===== src/drt_pkg.sv =====
// Shared types and constants of the dirty rectangle tracker.
package drt_pkg;

    typedef enum logic [2:0] {
        KIND_ADD   = 3'd0,
        KIND_START = 3'd1,
        KIND_END   = 3'd2,
        KIND_READ  = 3'd3,
        KIND_FORCE = 3'd4,
        KIND_SKIP  = 3'd5
    } t_kind;

    typedef enum logic [2:0] {
        ST_IDLE,
        ST_DECODE,
        ST_SCAN,
        ST_APPEND,
        ST_READ
    } t_state;

    localparam int CFG_IDX_W  = 2;
    localparam int CFG_DATA_W = 13;

    localparam logic [CFG_IDX_W-1:0] CFG_SCREEN_WIDTH  = 2'd0;
    localparam logic [CFG_IDX_W-1:0] CFG_SCREEN_HEIGHT = 2'd1;
    localparam logic [CFG_IDX_W-1:0] CFG_ALWAYS_FULL   = 2'd2;

    localparam logic [12:0] RST_SCREEN_WIDTH  = 13'd640;
    localparam logic [12:0] RST_SCREEN_HEIGHT = 13'd480;
    localparam logic [12:0] DEFAULT_SIZE      = 13'd8;

    localparam int CLIP_W = 18;
    localparam int AREA_SUM_W = 32;
    localparam int INDEX_CMP_W = 11;

    typedef struct packed {
        logic [2:0]         kind;
        logic signed [15:0] rect_x;
        logic signed [15:0] rect_y;
        logic signed [15:0] rect_w;
        logic signed [15:0] rect_h;
        logic [7:0]         entry_index;
        logic [15:0]        redraw_frames;
    } t_req;

    typedef struct packed {
        logic        entry_valid;
        logic [11:0] out_x;
        logic [11:0] out_y;
        logic [12:0] out_w;
        logic [12:0] out_h;
        logic [7:0]  rect_count;
        logic        full_redraw;
        logic        skip_frame;
    } t_result;

endpackage


===== src/drt_clip.sv =====
// Clips a requested rectangle to the screen and flags empty results.
module drt_clip #(
    parameter int COORD_BITS = 13
) (
    input  drt_pkg::t_req           i_req,
    input  logic [COORD_BITS-1:0]   i_sw,
    input  logic [COORD_BITS-1:0]   i_sh,
    output logic                    o_keep,
    output logic [COORD_BITS-2:0]   o_x,
    output logic [COORD_BITS-2:0]   o_y,
    output logic [COORD_BITS-1:0]   o_w,
    output logic [COORD_BITS-1:0]   o_h
);
    import drt_pkg::*;

    logic signed [CLIP_W-1:0] x_s, y_s, w_s, h_s, sw_s, sh_s;
    logic signed [CLIP_W-1:0] ex, ey, left, top, right, bottom, cw, ch;

    assign x_s  = CLIP_W'($signed(i_req.rect_x));
    assign y_s  = CLIP_W'($signed(i_req.rect_y));
    assign w_s  = CLIP_W'($signed(i_req.rect_w));
    assign h_s  = CLIP_W'($signed(i_req.rect_h));
    assign sw_s = $signed(CLIP_W'(i_sw));
    assign sh_s = $signed(CLIP_W'(i_sh));

    always_comb begin
        ex     = x_s + w_s;
        ey     = y_s + h_s;
        left   = (x_s < 0) ? '0 : x_s;
        top    = (y_s < 0) ? '0 : y_s;
        right  = (ex > sw_s) ? sw_s : ex;
        bottom = (ey > sh_s) ? sh_s : ey;
        cw     = right - left;
        ch     = bottom - top;
        o_keep = !((ex <= 0) || (ey <= 0) || (x_s >= sw_s) || (y_s >= sh_s) ||
                   (cw <= 0) || (ch <= 0));
        o_x    = left[COORD_BITS-2:0];
        o_y    = top[COORD_BITS-2:0];
        o_w    = cw[COORD_BITS-1:0];
        o_h    = ch[COORD_BITS-1:0];
    end

endmodule


===== config.mk =====
export PLATFORM = sky130hd
export DESIGN_NAME = drt_clip
export DESIGN_NICKNAME = d
export VERILOG_FILES = /design/src/drt_pkg.sv /design/src/drt_clip.sv
export SDC_FILE = /design/constraint.sdc
export NUM_CORES = 1
export LEC_CHECK = 0
export CORE_ASPECT_RATIO = 1.1
export CORE_MARGIN = 1
export CORE_UTILIZATION = 35
export DETAILED_ROUTE_END_ITERATION = 8
export DONT_BUFFER_PORTS = 1
export GPL_TIMING_DRIVEN = 0
export PLACE_DENSITY = 0.51
export SYNTH_ARGS = -nofsm -noshare
export SYNTH_HDL_FRONTEND = slang
export SYNTH_SLANG_ARGS = --single-unit

===== constraint.sdc =====
create_clock -name vclk -period 20.7
set_clock_uncertainty 0.05 [all_clocks]
set_input_delay 4.14 -clock vclk [all_inputs]
set_output_delay 4.14 -clock vclk [all_outputs]
set_load 0.01 [all_outputs]

# Yosys cells after proc, flatten, opt, wreduce, memory -nomap -nowiden
# Cells that the tools add are included.
[word_totals]
ff_bits = 0
out_inout_bits = 51
elab_cells = 24
in_bits = 117
[op_classes]
n_reduce_logical = 6
add_sub_neg = 4
mux = 4
magnitude_cmp = 10
[ops]
columns = ["cell", "n"]
rows = [
  ["$mux 18", 4],
  ["$le 18x1->1 const B", 2],
  ["$sub 18x18->18", 2],
  ["$add 16x16->17", 2],
  ["$gt 17x14->1", 2],
  ["$le 17x1->1 const B", 2],
  ["$ge 16x14->1", 2],
  ["$lt 16x1->1 const B", 2],
  ["$logic_or 1x1->1", 5],
  ["$logic_not 1->1", 1],
]

# Longest topological paths before layout
[logic_depth]
depth_word = 8
ltp_mapped = 28
mapped_depth_nobuf = 27

# Worst setup path before layout
# OpenSTA, ideal clock, no wires.
[synth_timing]
kind = "input port to output port"
startpoint = "input port i_req[24] (netlist bit)"
endpoint = "output port o_keep"
required_time_ps = 16510
slack_ps = 6883
cell_stages = 24
path_buffers = 1
t_arrival_ps = 9627
path_cell_list = "ha_1 > fa_1 > a211oi_1 > o21ai_0 > nand2_1 > o21ai_0 > xor2_1 > ha_1 > nand4_1 > nor4_1 > a21oi_1 > o41ai_4 > buf_2 > a21oi_1 > fa_1 > nor2b_4 > o2111ai_2 > a31oi_1 > a31oi_1 > xnor2_1 > or4_4 > a2111oi_4 > a41oi_1 > o211a_1"
[synth_between]
elab_cells_between_ends = 12
classes_between = "add/sub: 2; order compare: 3; mux: 1; reduce/logical: 6"
[synth_lines]
columns = ["item", "line", "rtl"]
rows = [
  ["start: declaration", "drt_clip.sv:5", "input drt_pkg::t_req i_req,"],
  ["$add 16x16->17 *", "drt_clip.sv:28", "ey = y_s + h_s;"],
  ["$gt 17x14->1", "drt_clip.sv:32", "bottom = (ey > sh_s) ? sh_s : ey;"],
  ["$mux 18 *", "drt_clip.sv:32", ""],
  ["$sub 18x18->18 *", "drt_clip.sv:34", "ch = bottom - top;"],
  ["via o_h[10]", "drt_clip.sv:12", "output logic [COORD_BITS-1:0] o_h"],
  ["$le 18x1->1 *", "drt_clip.sv:36", "(cw <= 0) || (ch <= 0));"],
  ["$logic_or 1x1->1 *", "drt_clip.sv:36", ""],
  ["$logic_not 1->1 *", "drt_clip.sv:35", "o_keep = !((ex <= 0) || (ey <= 0) || (x_s >= sw_s) || (y_s >= sh_s) ||"],
  ["end: declaration", "drt_clip.sv:8", "output logic o_keep,"],
]
# Mark *: on every way through the listed nets, which the timed path passes. The rest lies on a longest branch.

# Worst setup path in the final report
# Same ends and word-level chain as after synthesis.

==> run_results.csv <==
group,metric,value,unit
run_status,status,"finished, final reports clean",
synthesis,synth_area_leaders,"ha_1, xnor2_1, inv_1, a21oi_1, o21ai_0",
synthesis,synthesis.nets,920,
setup_path,crit_fanout,10,
place,dpl.hpwl,14.04,mm
layout,layout_commonest_cell,"ha_1",
detailed_routing,routed_via_density,5.753,
detailed_routing,dr.first_iter.drc_count,153,
global_routing,antenna_found_initial,0,
global_routing,grt_pass1_vias,5034,
detailed_routing,drt_pre_antenna_iters,4,
global_routing,grt_pass1_wl,24.58,mm
place,gp_congestion,0.9218,
place,port_buffers,0,
power,irDropWorstVdd,0.00001454,V
synthesis,ys_warn_count,0,
clocking,cts_resized,0,
place,postPlaceCellArea,0.005194,mm2
layout,nets,922,
synthesis,synth_cell_types,72,
synthesis,syn_inst,685,
setup_path,cp.arrival,10.71,ns
detailed_routing,ant_nets,0,
sta,grt_setup_unrepaired,"false",
layout,n_fill_cell,1507,
detailed_routing,vias,5022,
synthesis,yosysTopAreaCellShare,0.2877,
sta,final-setup-viol-count,0,
setup_path,start_kind,"input port",
clocking,hold_buffers,0,
global_routing,grt_max_degree,11,
detailed_routing,wl_per_cell,17.84,um
die,die_height,126.8,um
sta,relSlewSlack,0.6028,
place,dpl.cell_count,873,
die,initial_utilization,0.3595,
sta,min_period,14.90,ns
power,p_per_area,57.55,mW/mm2
layout,final_cell_mix,"ha_1, inv_1, nor2_1, a21oi_1, o21ai_0",
detailed_routing,wirelength,15.57,mm
die,boundaryPins,168,
sta,min_period_over_period,0.7197,
layout,antennaDiodeCount,0,
global_routing,track_usage,0.2085,
detailed_routing,met2_length,7.617,mm
layout,drive_gt1_frac,0.05255,
detailed_routing,met3WireLength,892,um
synthesis,avgSynthCellArea,7.239,um2
hold_path,hp-class,"in2out",
sta,max_freq,67.12,MHz
layout,fin_area,0.005194,mm2
die,die-area,0.01465,mm2
die,die_w,115.5,um
run,cap_violations,0,
layout,area_delta_synth_final,4.744,%
place,pre_cts_ws,5.793,ns
detailed_routing,wl_met1,6.686,mm
synthesis,yosysSeqAreaShare,0,
die,num_rows,45,
detailed_routing,highest_layer,"met4",
setup_path,crit_type,"in2out",
sta,finalSetupTns,0,ns
sta,finalWorstSetupSlack,5.802,ns
clocking,post-cts-setup-buffer-count,0,
die,core-area,0.01379,mm2
sta,hold_viol,0,
layout,clock_buffers,0,
global_routing,gr-total-overflow,0,
sta,whs,8.373,ns
layout,seq_cell_count,0,
setup_path,crit_required,16.51,ns
synthesis,yosysTopAreaCell,"ha_1",
power,p_leak,2.470,nW
synthesis,synth_area,0.004959,mm2
layout,seq_area,0,um2
sta,drv_slew,0,
sta,worst_pin_slew,0.5915,ns
setup_path,crit_path_end_kind,"primary output",
layout,layoutNonFillerInstCount,873,
detailed_routing,drc_errors,0,
## synth_stat cells, drive strengths merged, types with 3 or more instances
master	number
a2111oi	4
a211oi	8
a21boi	3
a21o	24
a21oi	48
a31oi	8
and3	5
buf	6
clkbuf	6
fa	4
ha	114
inv	70
mux2	14
mux2i	5
nand2	39
nand2b	34
nand3	14
nand4	15
nand4b	4
nor2	53
nor2b	12
nor3	13
nor4	10
o211ai	8
o21a	13
o21ai	50
o21bai	5
o31a	3
o31ai	3
or2	3
or4	6
xnor2	32
xor2	13
## worst paths after layout
kind	depth (start not counted)	startpoint	to	slack (ns)
setup / recovery	24	i_req[24]	o_keep	5.80
hold / removal	2	i_req[56]	o_y[0]	8.37
## kinds of logic after synthesis
group,after synthesis,synth area share
simple gates,222,0.2412
compound gates,199,0.2690
fa+ha+maj,118,0.3038
buf+inv,82,0.06460
xor+xnor,45,0.07949
mux,19,0.04189
## through the flow
stage	util	total power, mW
floorplan	-	0.2343
global placement	0.3765	0.2922
detailed placement	0.3765	0.2970
CTS	0.3765	0.2986
global route	0.3765	0.3310
finish	0.3765	0.2989
## layer usage
| metal | vias up | global-route usage |
|---|---|---|
| li1 | 2524 | - |
| met1 | 2334 | 0.2481 |
| met2 | 139 | 0.3910 |
| met3 | 25 | 0.02867 |
| met4 | 0 | 0.04049 |
| met5 | - | 0 |
## layout make-up
cell class / count / area [um2] / area share
well taps: 188 / 235.2 / 0.04529
plain buffers: 12 / 57.56 / 0.01108
inverters: 70 / 262.8 / 0.05059
multi-input cells: 603 / 4638 / 0.8930
## worst max-delay path, stage by stage
cell and delay [ns]:
ha_1 0.20, fa_1 0.41, a211oi_1 0.36, o21ai_0 0.31, nand2_1 0.21, o21ai_0 0.13, xor2_1 0.19, ha_1 0.32
nand4_1 0.16, nor4_1 0.31, a21oi_1 0.14, o41ai_4 0.50, buf_2 0.32, a21oi_1 0.12, fa_1 0.49, nor2b_4 0.15
o2111ai_2 0.14, a31oi_1 0.33, a31oi_1 0.15, xnor2_1 0.24, or4_4 0.58, a2111oi_4 0.32, a41oi_1 0.17, o211a_1 0.32
## power by group
group	internal (mW)	switching [mW]
clock	0	0
sequential	0	0
combinational	0.117	0.182
total	0.117	0.182
Note: power is estimated with default switching activity, not from simulation.
